`src/rtl/core/ttblc_pkg.sv`:
```
// ----------------------------------------------------------------------------
// ttblc_pkg
// Shared types, codes and defaults of the two-tier budgeted LRU cache.
// ----------------------------------------------------------------------------
package ttblc_pkg;

	localparam int ENTRIES_DEF = 16;
	localparam int BUDGET_W    = 40;
	localparam int KEY_W       = 32;
	localparam int SIZE_W      = 32;

	localparam logic [BUDGET_W-1:0] FAST_BUDGET_RST = 40'd536870912;
	localparam logic [BUDGET_W-1:0] SLOW_BUDGET_RST = 40'd4294967295;

	// Request operations.
	localparam logic OP_INSERT = 1'b0;
	localparam logic OP_LOOKUP = 1'b1;

	// Configuration register indexes.
	localparam logic [1:0] REG_FAST_BUDGET = 2'd0;
	localparam logic [1:0] REG_SLOW_BUDGET = 2'd1;

	// Result event codes.
	localparam logic [3:0] EV_FAST_HIT   = 4'd0;
	localparam logic [3:0] EV_RELOADED   = 4'd1;
	localparam logic [3:0] EV_MISS       = 4'd2;
	localparam logic [3:0] EV_RELOAD_BAD = 4'd3;
	localparam logic [3:0] EV_INSERTED   = 4'd4;
	localparam logic [3:0] EV_TOO_LARGE  = 4'd5;
	localparam logic [3:0] EV_DEMOTED    = 4'd6;
	localparam logic [3:0] EV_DROPPED    = 4'd7;
	localparam logic [3:0] EV_SLOW_DEL   = 4'd8;

	// Slot tier marks.
	localparam logic [1:0] TIER_EMPTY = 2'd0;
	localparam logic [1:0] TIER_FAST  = 2'd1;
	localparam logic [1:0] TIER_SLOW  = 2'd2;

	// LRU list operations.
	localparam logic [2:0] LOP_NONE   = 3'd0;
	localparam logic [2:0] LOP_PUSH   = 3'd1;
	localparam logic [2:0] LOP_REMOVE = 3'd2;
	localparam logic [2:0] LOP_FRONT  = 3'd3;
	localparam logic [2:0] LOP_POP    = 3'd4;

	typedef struct packed {
		logic              op;
		logic [KEY_W-1:0]  key;
		logic [SIZE_W-1:0] entry_size;
		logic              keep_slow;
		logic              reload_ok;
	} req_t;

	typedef struct packed {
		logic [3:0]        event_res;
		logic [KEY_W-1:0]  event_key;
		logic [SIZE_W-1:0] event_size;
		logic              last;
	} res_t;

endpackage

```
`src/rtl/core/two_tier_budget_lru_cache.sv`:
```
// ----------------------------------------------------------------------------
// two_tier_budget_lru_cache
// Fast and slow LRU tiers under byte budgets over one shared slot table.
// ----------------------------------------------------------------------------
//  Channel   Signals                                   Direction
//  request   start, busy, req                          in (busy out)
//  result    res_valid, res                            out
//  config    cfg_valid, cfg_ready, cfg_index, cfg_data in (ready out)
//
// A request scans the slot table one slot a cycle through the single read
// port of the entry RAM, then takes a decision step. Lookups without reload
// end there; a reload and every insert go on to trim the tiers, and an insert
// into a full table first evicts one entry. Too-large inserts skip the scan.
// The final result shows in the first idle cycle; results cannot be stalled.
// Reset clears all tiers and counts and loads the default budgets.
module two_tier_budget_lru_cache #(
	parameter int ENTRIES = ttblc_pkg::ENTRIES_DEF
) (
	input  logic                 clk,
	input  logic                 arst_n,
	input  logic                 start,
	output logic                 busy,
	input  ttblc_pkg::req_t      req,
	output logic                 res_valid,
	output ttblc_pkg::res_t      res,
	input  logic                 cfg_valid,
	output logic                 cfg_ready,
	input  logic [1:0]           cfg_index,
	input  logic [ttblc_pkg::BUDGET_W-1:0] cfg_data
);
	import ttblc_pkg::*;

	localparam int SW = $clog2(ENTRIES);
	localparam int CW = $clog2(ENTRIES + 1);

	localparam logic [3:0] ST_IDLE    = 4'd0;
	localparam logic [3:0] ST_SCAN    = 4'd1;
	localparam logic [3:0] ST_DECIDE  = 4'd2;
	localparam logic [3:0] ST_EVICT   = 4'd3;
	localparam logic [3:0] ST_PLACE   = 4'd4;
	localparam logic [3:0] ST_TRIM_F  = 4'd5;
	localparam logic [3:0] ST_TRIM_FW = 4'd6;
	localparam logic [3:0] ST_TRIM_S  = 4'd7;
	localparam logic [3:0] ST_TRIM_SW = 4'd8;
	localparam logic [3:0] ST_FINISH  = 4'd9;

	logic [3:0]          state_q;
	req_t                req_q;
	logic [CW-1:0]       scan_q;
	logic [CW-1:0]       scan_m1;
	logic [SW-1:0]       scan_e;
	logic                found_q;
	logic [SW-1:0]       found_idx_q;
	logic [SIZE_W-1:0]   found_size_q;
	logic                free_v_q;
	logic [SW-1:0]       free_idx_q;
	logic [SW-1:0]       slot_q;
	logic [SW-1:0]       vic_q;
	logic                vic_slow_q;
	logic [BUDGET_W-1:0] fast_used_q;
	logic [BUDGET_W-1:0] slow_used_q;
	logic [BUDGET_W-1:0] fast_budget_q;
	logic [BUDGET_W-1:0] slow_budget_q;
	logic [1:0]          tier_q [ENTRIES];
	logic                keep_q [ENTRIES];
	logic                pend_v_q;
	res_t                pend_q;
	res_t                res_q;
	logic                res_valid_q;

	logic [2:0]          f_op;
	logic [SW-1:0]       f_slot;
	logic [CW-1:0]       f_cnt;
	logic [SW-1:0]       f_oldest;
	logic [2:0]          s_op;
	logic [SW-1:0]       s_slot;
	logic [CW-1:0]       s_cnt;
	logic [SW-1:0]       s_oldest;

	logic                ram_we;
	logic [SW-1:0]       ram_raddr;
	logic [63:0]         ram_rdata;
	logic [KEY_W-1:0]    rd_key;
	logic [SIZE_W-1:0]   rd_size;

	logic                emit_v;
	logic [3:0]          emit_ev;
	logic [KEY_W-1:0]    emit_key;
	logic [SIZE_W-1:0]   emit_size;

	logic                too_large;
	logic                f_over;
	logic                s_over;
	logic                scan_hit;

	assign busy      = (state_q != ST_IDLE);
	assign cfg_ready = !busy;
	assign res_valid = res_valid_q;
	assign res       = res_q;

	assign scan_m1   = scan_q - 1'b1;
	assign scan_e    = scan_m1[SW-1:0];
	assign rd_key    = ram_rdata[63:32];
	assign rd_size   = ram_rdata[31:0];
	assign too_large = {8'd0, req.entry_size} > fast_budget_q;
	assign f_over    = (fast_used_q > fast_budget_q) && (f_cnt != '0);
	assign s_over    = (slow_used_q > slow_budget_q) && (s_cnt != '0);
	assign scan_hit  = (tier_q[scan_e] != TIER_EMPTY) && (rd_key == req_q.key);

	ttblc_ram #(
		.WIDTH (64),
		.DEPTH (ENTRIES)
	) u_ram (
		.clk   (clk),
		.we    (ram_we),
		.waddr (slot_q),
		.wdata ({req_q.key, req_q.entry_size}),
		.raddr (ram_raddr),
		.rdata (ram_rdata)
	);

	ttblc_list #(.ENTRIES(ENTRIES)) u_fast (
		.clk    (clk),
		.arst_n (arst_n),
		.op     (f_op),
		.slot   (f_slot),
		.count  (f_cnt),
		.oldest (f_oldest)
	);

	ttblc_list #(.ENTRIES(ENTRIES)) u_slow (
		.clk    (clk),
		.arst_n (arst_n),
		.op     (s_op),
		.slot   (s_slot),
		.count  (s_cnt),
		.oldest (s_oldest)
	);

	always_comb begin
		f_op      = LOP_NONE;
		f_slot    = found_idx_q;
		s_op      = LOP_NONE;
		s_slot    = found_idx_q;
		ram_we    = 1'b0;
		ram_raddr = scan_q[SW-1:0];
		emit_v    = 1'b0;
		emit_ev   = EV_MISS;
		emit_key  = req_q.key;
		emit_size = rd_size;
		unique case (state_q)
			ST_IDLE: begin
				if (start && (req.op == OP_INSERT) && too_large) begin
					emit_v    = 1'b1;
					emit_ev   = EV_TOO_LARGE;
					emit_key  = req.key;
					emit_size = req.entry_size;
				end
			end
			ST_SCAN: begin
			end
			ST_DECIDE: begin
				if (req_q.op == OP_LOOKUP) begin
					emit_v    = 1'b1;
					emit_size = found_size_q;
					if (!found_q) begin
						emit_ev   = EV_MISS;
						emit_size = '0;
					end else if (tier_q[found_idx_q] == TIER_FAST) begin
						f_op    = LOP_FRONT;
						emit_ev = EV_FAST_HIT;
					end else begin
						s_op = LOP_REMOVE;
						if (req_q.reload_ok) begin
							f_op    = LOP_PUSH;
							emit_ev = EV_RELOADED;
						end else begin
							emit_ev = EV_RELOAD_BAD;
						end
					end
				end else if (found_q) begin
					if (tier_q[found_idx_q] == TIER_FAST) begin
						f_op = LOP_REMOVE;
					end else begin
						s_op = LOP_REMOVE;
					end
				end else if (!free_v_q) begin
					// Table full: the oldest slow entry goes first, else the oldest fast.
					if (s_cnt != '0) begin
						s_op      = LOP_POP;
						ram_raddr = s_oldest;
					end else begin
						f_op      = LOP_POP;
						ram_raddr = f_oldest;
					end
				end
			end
			ST_EVICT: begin
				emit_v   = 1'b1;
				emit_ev  = vic_slow_q ? EV_SLOW_DEL : EV_DROPPED;
				emit_key = rd_key;
			end
			ST_PLACE: begin
				ram_we    = 1'b1;
				f_op      = LOP_PUSH;
				f_slot    = slot_q;
				emit_v    = 1'b1;
				emit_ev   = EV_INSERTED;
				emit_size = req_q.entry_size;
			end
			ST_TRIM_F: begin
				if (f_over) begin
					f_op      = LOP_POP;
					ram_raddr = f_oldest;
				end
			end
			ST_TRIM_FW: begin
				emit_v   = 1'b1;
				emit_key = rd_key;
				if (keep_q[vic_q]) begin
					emit_ev = EV_DEMOTED;
					s_op    = LOP_PUSH;
					s_slot  = vic_q;
				end else begin
					emit_ev = EV_DROPPED;
				end
			end
			ST_TRIM_S: begin
				if (s_over) begin
					s_op      = LOP_POP;
					ram_raddr = s_oldest;
				end
			end
			ST_TRIM_SW: begin
				emit_v   = 1'b1;
				emit_ev  = EV_SLOW_DEL;
				emit_key = rd_key;
			end
			ST_FINISH: begin
			end
			default: begin
			end
		endcase
	end

	always_ff @(posedge clk or negedge arst_n) begin
		if (!arst_n) begin
			state_q       <= ST_IDLE;
			req_q         <= '0;
			scan_q        <= '0;
			found_q       <= 1'b0;
			found_idx_q   <= '0;
			found_size_q  <= '0;
			free_v_q      <= 1'b0;
			free_idx_q    <= '0;
			slot_q        <= '0;
			vic_q         <= '0;
			vic_slow_q    <= 1'b0;
			fast_used_q   <= '0;
			slow_used_q   <= '0;
			fast_budget_q <= FAST_BUDGET_RST;
			slow_budget_q <= SLOW_BUDGET_RST;
			for (int i = 0; i < ENTRIES; i++) begin
				tier_q[i] <= TIER_EMPTY;
				keep_q[i] <= 1'b0;
			end
			pend_v_q      <= 1'b0;
			pend_q        <= '0;
			res_q         <= '0;
			res_valid_q   <= 1'b0;
		end else begin
			if (cfg_valid && cfg_ready) begin
				case (cfg_index)
					REG_FAST_BUDGET: fast_budget_q <= cfg_data;
					REG_SLOW_BUDGET: slow_budget_q <= cfg_data;
					default: begin
					end
				endcase
			end

			unique case (state_q)
				ST_IDLE: begin
					if (start) begin
						req_q    <= req;
						scan_q   <= '0;
						found_q  <= 1'b0;
						free_v_q <= 1'b0;
						if ((req.op == OP_INSERT) && too_large) begin
							state_q <= ST_FINISH;
						end else begin
							state_q <= ST_SCAN;
						end
					end
				end
				ST_SCAN: begin
					scan_q <= scan_q + 1'b1;
					if (scan_q != '0) begin
						if (scan_hit && !found_q) begin
							found_q      <= 1'b1;
							found_idx_q  <= scan_e;
							found_size_q <= rd_size;
						end
						if ((tier_q[scan_e] == TIER_EMPTY) && !free_v_q) begin
							free_v_q   <= 1'b1;
							free_idx_q <= scan_e;
						end
					end
					if (scan_q == CW'(ENTRIES)) begin
						state_q <= ST_DECIDE;
					end
				end
				ST_DECIDE: begin
					if (req_q.op == OP_LOOKUP) begin
						if (found_q && (tier_q[found_idx_q] != TIER_FAST)) begin
							slow_used_q <= slow_used_q - {8'd0, found_size_q};
							if (req_q.reload_ok) begin
								tier_q[found_idx_q] <= TIER_FAST;
								fast_used_q <= fast_used_q + {8'd0, found_size_q};
								state_q     <= ST_TRIM_F;
							end else begin
								tier_q[found_idx_q] <= TIER_EMPTY;
								state_q             <= ST_FINISH;
							end
						end else begin
							state_q <= ST_FINISH;
						end
					end else if (found_q) begin
						// The old copy's slot frees up; the lowest free slot is taken.
						if (tier_q[found_idx_q] == TIER_FAST) begin
							fast_used_q <= fast_used_q - {8'd0, found_size_q};
						end else begin
							slow_used_q <= slow_used_q - {8'd0, found_size_q};
						end
						tier_q[found_idx_q] <= TIER_EMPTY;
						if (free_v_q && (free_idx_q < found_idx_q)) begin
							slot_q <= free_idx_q;
						end else begin
							slot_q <= found_idx_q;
						end
						state_q <= ST_PLACE;
					end else if (free_v_q) begin
						slot_q  <= free_idx_q;
						state_q <= ST_PLACE;
					end else begin
						vic_slow_q <= (s_cnt != '0);
						vic_q      <= (s_cnt != '0) ? s_oldest : f_oldest;
						state_q    <= ST_EVICT;
					end
				end
				ST_EVICT: begin
					if (vic_slow_q) begin
						slow_used_q <= slow_used_q - {8'd0, rd_size};
					end else begin
						fast_used_q <= fast_used_q - {8'd0, rd_size};
					end
					tier_q[vic_q] <= TIER_EMPTY;
					slot_q        <= vic_q;
					state_q       <= ST_PLACE;
				end
				ST_PLACE: begin
					tier_q[slot_q] <= TIER_FAST;
					keep_q[slot_q] <= req_q.keep_slow;
					fast_used_q    <= fast_used_q + {8'd0, req_q.entry_size};
					state_q        <= ST_TRIM_F;
				end
				ST_TRIM_F: begin
					if (f_over) begin
						vic_q   <= f_oldest;
						state_q <= ST_TRIM_FW;
					end else begin
						state_q <= ST_TRIM_S;
					end
				end
				ST_TRIM_FW: begin
					fast_used_q <= fast_used_q - {8'd0, rd_size};
					if (keep_q[vic_q]) begin
						tier_q[vic_q] <= TIER_SLOW;
						slow_used_q   <= slow_used_q + {8'd0, rd_size};
					end else begin
						tier_q[vic_q] <= TIER_EMPTY;
					end
					state_q <= ST_TRIM_F;
				end
				ST_TRIM_S: begin
					if (s_over) begin
						vic_q   <= s_oldest;
						state_q <= ST_TRIM_SW;
					end else begin
						state_q <= ST_FINISH;
					end
				end
				ST_TRIM_SW: begin
					slow_used_q   <= slow_used_q - {8'd0, rd_size};
					tier_q[vic_q] <= TIER_EMPTY;
					state_q       <= ST_TRIM_S;
				end
				ST_FINISH: begin
					state_q <= ST_IDLE;
				end
				default: begin
					state_q <= ST_IDLE;
				end
			endcase

			// Each result is held in a pending register until the next one comes, so that the final one can carry last.
			res_valid_q <= (emit_v && pend_v_q) || (state_q == ST_FINISH);
			if (state_q == ST_FINISH) begin
				res_q    <= {pend_q.event_res, pend_q.event_key, pend_q.event_size, 1'b1};
				pend_v_q <= 1'b0;
			end else if (emit_v) begin
				if (pend_v_q) begin
					res_q <= pend_q;
				end
				pend_q   <= {emit_ev, emit_key, emit_size, 1'b0};
				pend_v_q <= 1'b1;
			end
		end
	end
endmodule

```
`src/rtl/core/ttblc_ram.sv`:
```
// ----------------------------------------------------------------------------
// ttblc_ram
// Generic single-write, single-read RAM with registered read data.
// ----------------------------------------------------------------------------
module ttblc_ram #(
	parameter int WIDTH = 64,
	parameter int DEPTH = 16
) (
	input  logic                     clk,
	input  logic                     we,
	input  logic [$clog2(DEPTH)-1:0] waddr,
	input  logic [WIDTH-1:0]         wdata,
	input  logic [$clog2(DEPTH)-1:0] raddr,
	output logic [WIDTH-1:0]         rdata
);
	logic [WIDTH-1:0] mem_q [DEPTH];

	always_ff @(posedge clk) begin
		if (we) begin
			mem_q[waddr] <= wdata;
		end
		rdata <= mem_q[raddr];
	end
endmodule

```
`src/rtl/core/ttblc_list.sv`:
```
// ----------------------------------------------------------------------------
// ttblc_list
// LRU order list of slot numbers, newest at position zero, with a count.
// ----------------------------------------------------------------------------
module ttblc_list #(
	parameter int ENTRIES = 16
) (
	input  logic                         clk,
	input  logic                         arst_n,
	input  logic [2:0]                   op,
	input  logic [$clog2(ENTRIES)-1:0]   slot,
	output logic [$clog2(ENTRIES+1)-1:0] count,
	output logic [$clog2(ENTRIES)-1:0]   oldest
);
	import ttblc_pkg::*;

	localparam int SW = $clog2(ENTRIES);
	localparam int CW = $clog2(ENTRIES + 1);

	logic [SW-1:0]      ord_q [ENTRIES];
	logic [SW-1:0]      ord_d [ENTRIES];
	logic [CW-1:0]      cnt_q;
	logic [CW-1:0]      cnt_d;
	logic [CW-1:0]      cnt_m1;
	logic [ENTRIES-1:0] hit;
	logic [ENTRIES-1:0] ge;

	assign cnt_m1 = cnt_q - 1'b1;
	assign count  = cnt_q;
	assign oldest = ord_q[cnt_m1[SW-1:0]];

	// ge marks every position at or behind the matching one.
	always_comb begin
		for (int i = 0; i < ENTRIES; i++) begin
			hit[i] = (ord_q[i] == slot) && (CW'(i) < cnt_q);
		end
		ge[0] = hit[0];
		for (int i = 1; i < ENTRIES; i++) begin
			ge[i] = ge[i-1] | hit[i];
		end
	end

	always_comb begin
		ord_d = ord_q;
		cnt_d = cnt_q;
		unique case (op)
			LOP_PUSH: begin
				if (cnt_q < CW'(ENTRIES)) begin
					ord_d[0] = slot;
					for (int i = 1; i < ENTRIES; i++) begin
						ord_d[i] = ord_q[i-1];
					end
					cnt_d = cnt_q + 1'b1;
				end
			end
			LOP_REMOVE: begin
				for (int i = 0; i < ENTRIES - 1; i++) begin
					if (ge[i]) begin
						ord_d[i] = ord_q[i+1];
					end
				end
				if (|hit) begin
					cnt_d = cnt_m1;
				end
			end
			LOP_FRONT: begin
				ord_d[0] = slot;
				for (int i = 1; i < ENTRIES; i++) begin
					if (!ge[i-1]) begin
						ord_d[i] = ord_q[i-1];
					end
				end
			end
			LOP_POP: begin
				if (cnt_q != '0) begin
					cnt_d = cnt_m1;
				end
			end
			default: begin
			end
		endcase
	end

	always_ff @(posedge clk or negedge arst_n) begin
		if (!arst_n) begin
			cnt_q <= '0;
		end else begin
			cnt_q <= cnt_d;
		end
	end

	always_ff @(posedge clk) begin
		ord_q <= ord_d;
	end
endmodule

```
`config.mk`:
```
export PLATFORM = sky130hd
export DESIGN_NAME = two_tier_budget_lru_cache
export DESIGN_NICKNAME = d
export VERILOG_FILES = /design/src/rtl/core/ttblc_pkg.sv /design/src/rtl/core/two_tier_budget_lru_cache.sv /design/src/rtl/core/ttblc_ram.sv /design/src/rtl/core/ttblc_list.sv
export SDC_FILE = /design/constraint.sdc
export NUM_CORES = 2
export LEC_CHECK = 0
export BUFFER_PORTS_ARGS = -buffer_cell sky130_fd_sc_hd__buf_2
export CAP_MARGIN = 5
export CORE_MARGIN = 1
export CORE_UTILIZATION = 54
export CTS_BUF_LIST = sky130_fd_sc_hd__clkbuf_2
export CTS_CLUSTER_SIZE = 28
export DETAILED_ROUTE_END_ITERATION = 12
export GPL_ROUTABILITY_DRIVEN = 0
export PLACE_DENSITY_LB_ADDON = 0.08
export RECOVER_POWER = 100
export SYNTH_ARGS = -nofsm -noshare
export SYNTH_HDL_FRONTEND = slang
export SYNTH_SLANG_ARGS = --single-unit
```
`constraint.sdc`:
```
create_clock -name clk -period 13.62 [get_ports clk]
set_input_delay 1.362 -clock clk [delete_from_list [all_inputs] [get_ports clk]]
set_output_delay 1.362 -clock clk [all_outputs]
set_load 0.005 [all_outputs]
```
==> results.toml <==
[yosys]
synth-main-ff-cell = "edfxtp_1"
async_flop_share_pct = 28.5
synth_area_per_cell_um2 = 12.1
ys_types = 112
netlist_area_um2 = 83900
synth_mux_area_share_pct = 11.1
synth-simple-area-share_pct = 9.24
yosys.area_share.adder_pct = 3.12
synth_xor_area_share_pct = 3.29
synth_cells = 6934
synth_top_family_by_area = "compound AO/OA/AOI/OAI gates"
yosysTopAreaCellShare_pct = 41.2
synth_seq_cells = 1700
synth_compound_area_share_pct = 13.2
synth_top_area_cell = "edfxtp_1"
yosysSeqAreaShare_pct = 57.3
synthTopCellsByArea = "edfxtp_1 41%, dfrtp_1 13%, mux2i_1 5.8%"
ys_warn_count = 0
syn_nets = 7255
synth-edff-count = 1152

[run]
cap_viol_max_count = 58

[setup_path]
r2r_start = "state_q[3]$_DFFE_PN0P_"
arrival_ns = 11.61
endpoint_kind = "register"
crit_type = "reg2reg"
reg2reg_depth = 20
cp_max_fo = 63
crit_slowest_cell = "o21ai_0"
critPathMostFrequentCell = "o21ai_0"
r2r_slack_ns = 3.58
rr_endpoint = "slow_used_q[38]$_DFFE_PN0P_"
critPathMaxStageDelay_ns = 2.37
cp-start-kind = "register"
cp_cell_sequence = "nand4bb_1 > nand2_2 > buf_4 > o21ai_0 > buf_4 > o21ai_0 > ha_1 > inv_1 > fa_1 > a21o_1 > a21oi_1 > o31a_1 > nor4_1 > o211a_1 > o21ai_0 > o31a_1 > a21oi_1 > a21oi_1 > xor2_1 > o21ai_0"
required_ns = 15.20

[global_routing]
grt_pass1_vias = 59600
grt_max_degree = 141
grt_overflow_total = 0
grt_pass1_wl_um = 375000
grt_usage_pct = 31.8
antenna_found_initial = 8

[floorplan]
die_y_um = 396
pin_count = 185
dieWidth_um = 396
num_rows = 144
initial_core_util_pct = 54.4
die_area_um2 = 157000
core-area_um2 = 154000

[timing]
rsz0062_at_grt = "no"
clock_skew_ns = 0.183
hold_viol = 0
drv_slew = 2173
worstMarginPinSlew_ns = 7.35
clock.fmax_ghz = 0.0996
hold_slack_ns = 0.191
finalSetupViolCount = 0
period_needed_ns = 10.04
fin_setup_tns_ns = 0
post-route-period-util_pct = 73.7
max_slew_margin_pct = -390

[drt]
viasPerCell = 6.29
vias = 61400
drt-wirelength-per-cell_um = 25.9
drtIter0Drc = 7035
ant_nets = 0
drc = 0
first_pass_iters = 10
routed_wl_um = 253000

[finish]
final_cell_mix = "1,152 x edfxtp_1, 682 x clkbuf_2, 666 x nand2_1"
drive_gt1_share_pct = 17.9
nets = 7675
syn2layout_area_growth_pct = 9.16
final_common_cell = "edfxtp_1"
nFillCells = 12900
final_cells = 9764

[hold_path]
min_to = "pend_q[66]$_DFFE_PN0P_"
min_delay_path_depth = 4
hold_class = "in2reg"
min_from = "start"

[clocking]
cts_max_level = 5
post_cts_resized = 0
clk_latency_ns = 1.90
ctsLongestPathBuffers = 4
root_buffer = "clkbuf_2"
path_clk_slew_ns = 0.12
cts_tree = "done"
clkSinkCount = 1700
numCtsBuffers = 435

[place]
numPortBuffers = 184
dpl.cell_count = 8852
dp_hpwl_um = 152000

[power]
p_total_mw = 22.2
peakVddDrop_mv = 0.338
total_leakage_power_nw = 35.1
powerDensity_nw_per_um2 = 243

[run_status]
violations = "max-capacitance violations, max-slew violations"
status = "finished with violations"
worst max path at each step:
stage / from / slack, ns / endpoint
after floorplan: found_idx_q[0]$_DFFE_PN0P_ / 6.61 / u_fast.ord_q[10]$_DFFE_PP_
after global placement: slow_used_q[34]$_DFFE_PN0P_ / 6.77 / u_ram.rdata[51]$_DFF_P_
after detailed placement: found_size_q[0]$_DFFE_PN0P_ / 6.56 / fast_used_q[33]$_DFFE_PN0P_
after CTS: slow_used_q[34]$_DFFE_PN0P_ / 6.51 / u_ram.rdata[51]$_DFF_P_
after global routing: state_q[2]$_DFFE_PN0P_ / 3.04 / u_slow.ord_q[8]$_DFFE_PP_
final: state_q[3]$_DFFE_PN0P_ / 3.58 / slow_used_q[38]$_DFFE_PN0P_
layout make-up:
| type | count | area [um^2] | share of cell area [%] |
|---|---|---|---|
| tap | 2044 | 2560 | 2.79 |
| clock inverter | 114 | 566 | 0.618 |
| clock buffer | 682 | 3410 | 3.73 |
| antenna | 7 | 17.5 | 0.0191 |
| inverter | 180 | 678 | 0.741 |
| timing repair buffer | 408 | 2670 | 2.91 |
| sequential | 1700 | 48000 | 52.5 |
| multi-input combinational | 4629 | 33600 | 36.7 |
metrics by stage:
stage                     setup WS, ns  utilization, %  instance area, um^2
after floorplan                   6.61               -                83900
after global placement            6.77            56.4                86900
after detailed placement          6.56            56.4                86900
after CTS                         6.51            59.7                92000
after global routing              3.04            59.4                91500
final                             3.58            59.4                91500
critical path, delay by kind of cell, from the launching register on:
kind                     cells  cell delay, ns
XOR/XNOR                     1            0.14
adder cells (fa/ha/maj)      2            0.50
flip-flops                   1            0.77
buffers and inverters        3            1.44
AND/OR/NAND/NOR              3            2.46
AO/OA/AOI/OAI               11            4.44
repair_timing:
item                                    CTS  global route
hold buffers                            108             0
endpoints found under the setup margin    0             0
setup buffers                             0             0
hold endpoints to repair                310             0
registers in the layout (all words and copies together), names as in the netlist, 5 cells and up, named ones only:
| register | count |
|---|---|
| fast_budget_q | 40 |
| u_fast.count | 5 |
| slow_used_q | 40 |
| u_fast.ord_q | 64 |
| pend_q | 68 |
| slow_budget_q | 40 |
| tier_q | 16 |
| u_slow.ord_q | 64 |
| u_slow.count | 5 |
| u_ram.mem_q | 1024 |
| req_q | 67 |
| keep_q | 16 |
| found_size_q | 32 |
| scan_q | 5 |
| u_ram.rdata | 64 |
| fast_used_q | 40 |
| res | 69 |
cell usage after synthesis (all sizes together) (18+ instances only):
cell,count
or3,30
o221ai,25
mux4,44
dfxtp,64
xor2,140
a22oi,28
nand4,121
buf,88
a21oi,263
inv,176
o41ai,18
o22a,133
nand2b,33
a21o,77
nor3,103
a41oi,38
ha,206
nand2,669
o31ai,38
o22ai,58
and3,34
nor2b,23
edfxtp,1152
a2bb2oi,134
mux2,306
xnor2,174
nand3,137
nor4,39
and2,35
clkbuf,337
nor2,340
a31oi,77
mux2i,486
dfstp,33
a211oi,36
o21a,23
nor3b,18
a221oi,41
dfrtp,451
o211ai,36
o21ai,441
a222oi,34
metal layers:
layer	share of wire, %	up-vias	global-route usage, %
li1	-	27500	-
met1	43	30300	45.3
met2	45	3082	48.7
met3	9.4	499	6.39
met4	2.8	4	10.5
met5	0.0095	-	0
kinds of logic (layout without fill, tap and decap cells):
family / after synthesis / count (layout)
multiplexers: 836 / 836
AO/OA/AOI/OAI: 1621 / 1621
XOR/XNOR: 314 / 314
buffers and inverters: 605 / 1384
flip-flops: 1700 / 1700
other: 0 / 7
adder cells (fa/ha/maj): 208 / 208
AND/OR/NAND/NOR: 1650 / 1650
where the power goes:
group | leakage (nW) | internal [mW] | switching (mW) | total, mW
logic | 15.0 | 4.29 | 6.02 | 10.3
registers | 17.0 | 6.96 | 1.43 | 8.38
clock network | 3.11 | 1.40 | 2.12 | 3.51
total | 35.1 | 12.6 | 9.56 | 22.2
Note: power is estimated with default switching activity, not from simulation.
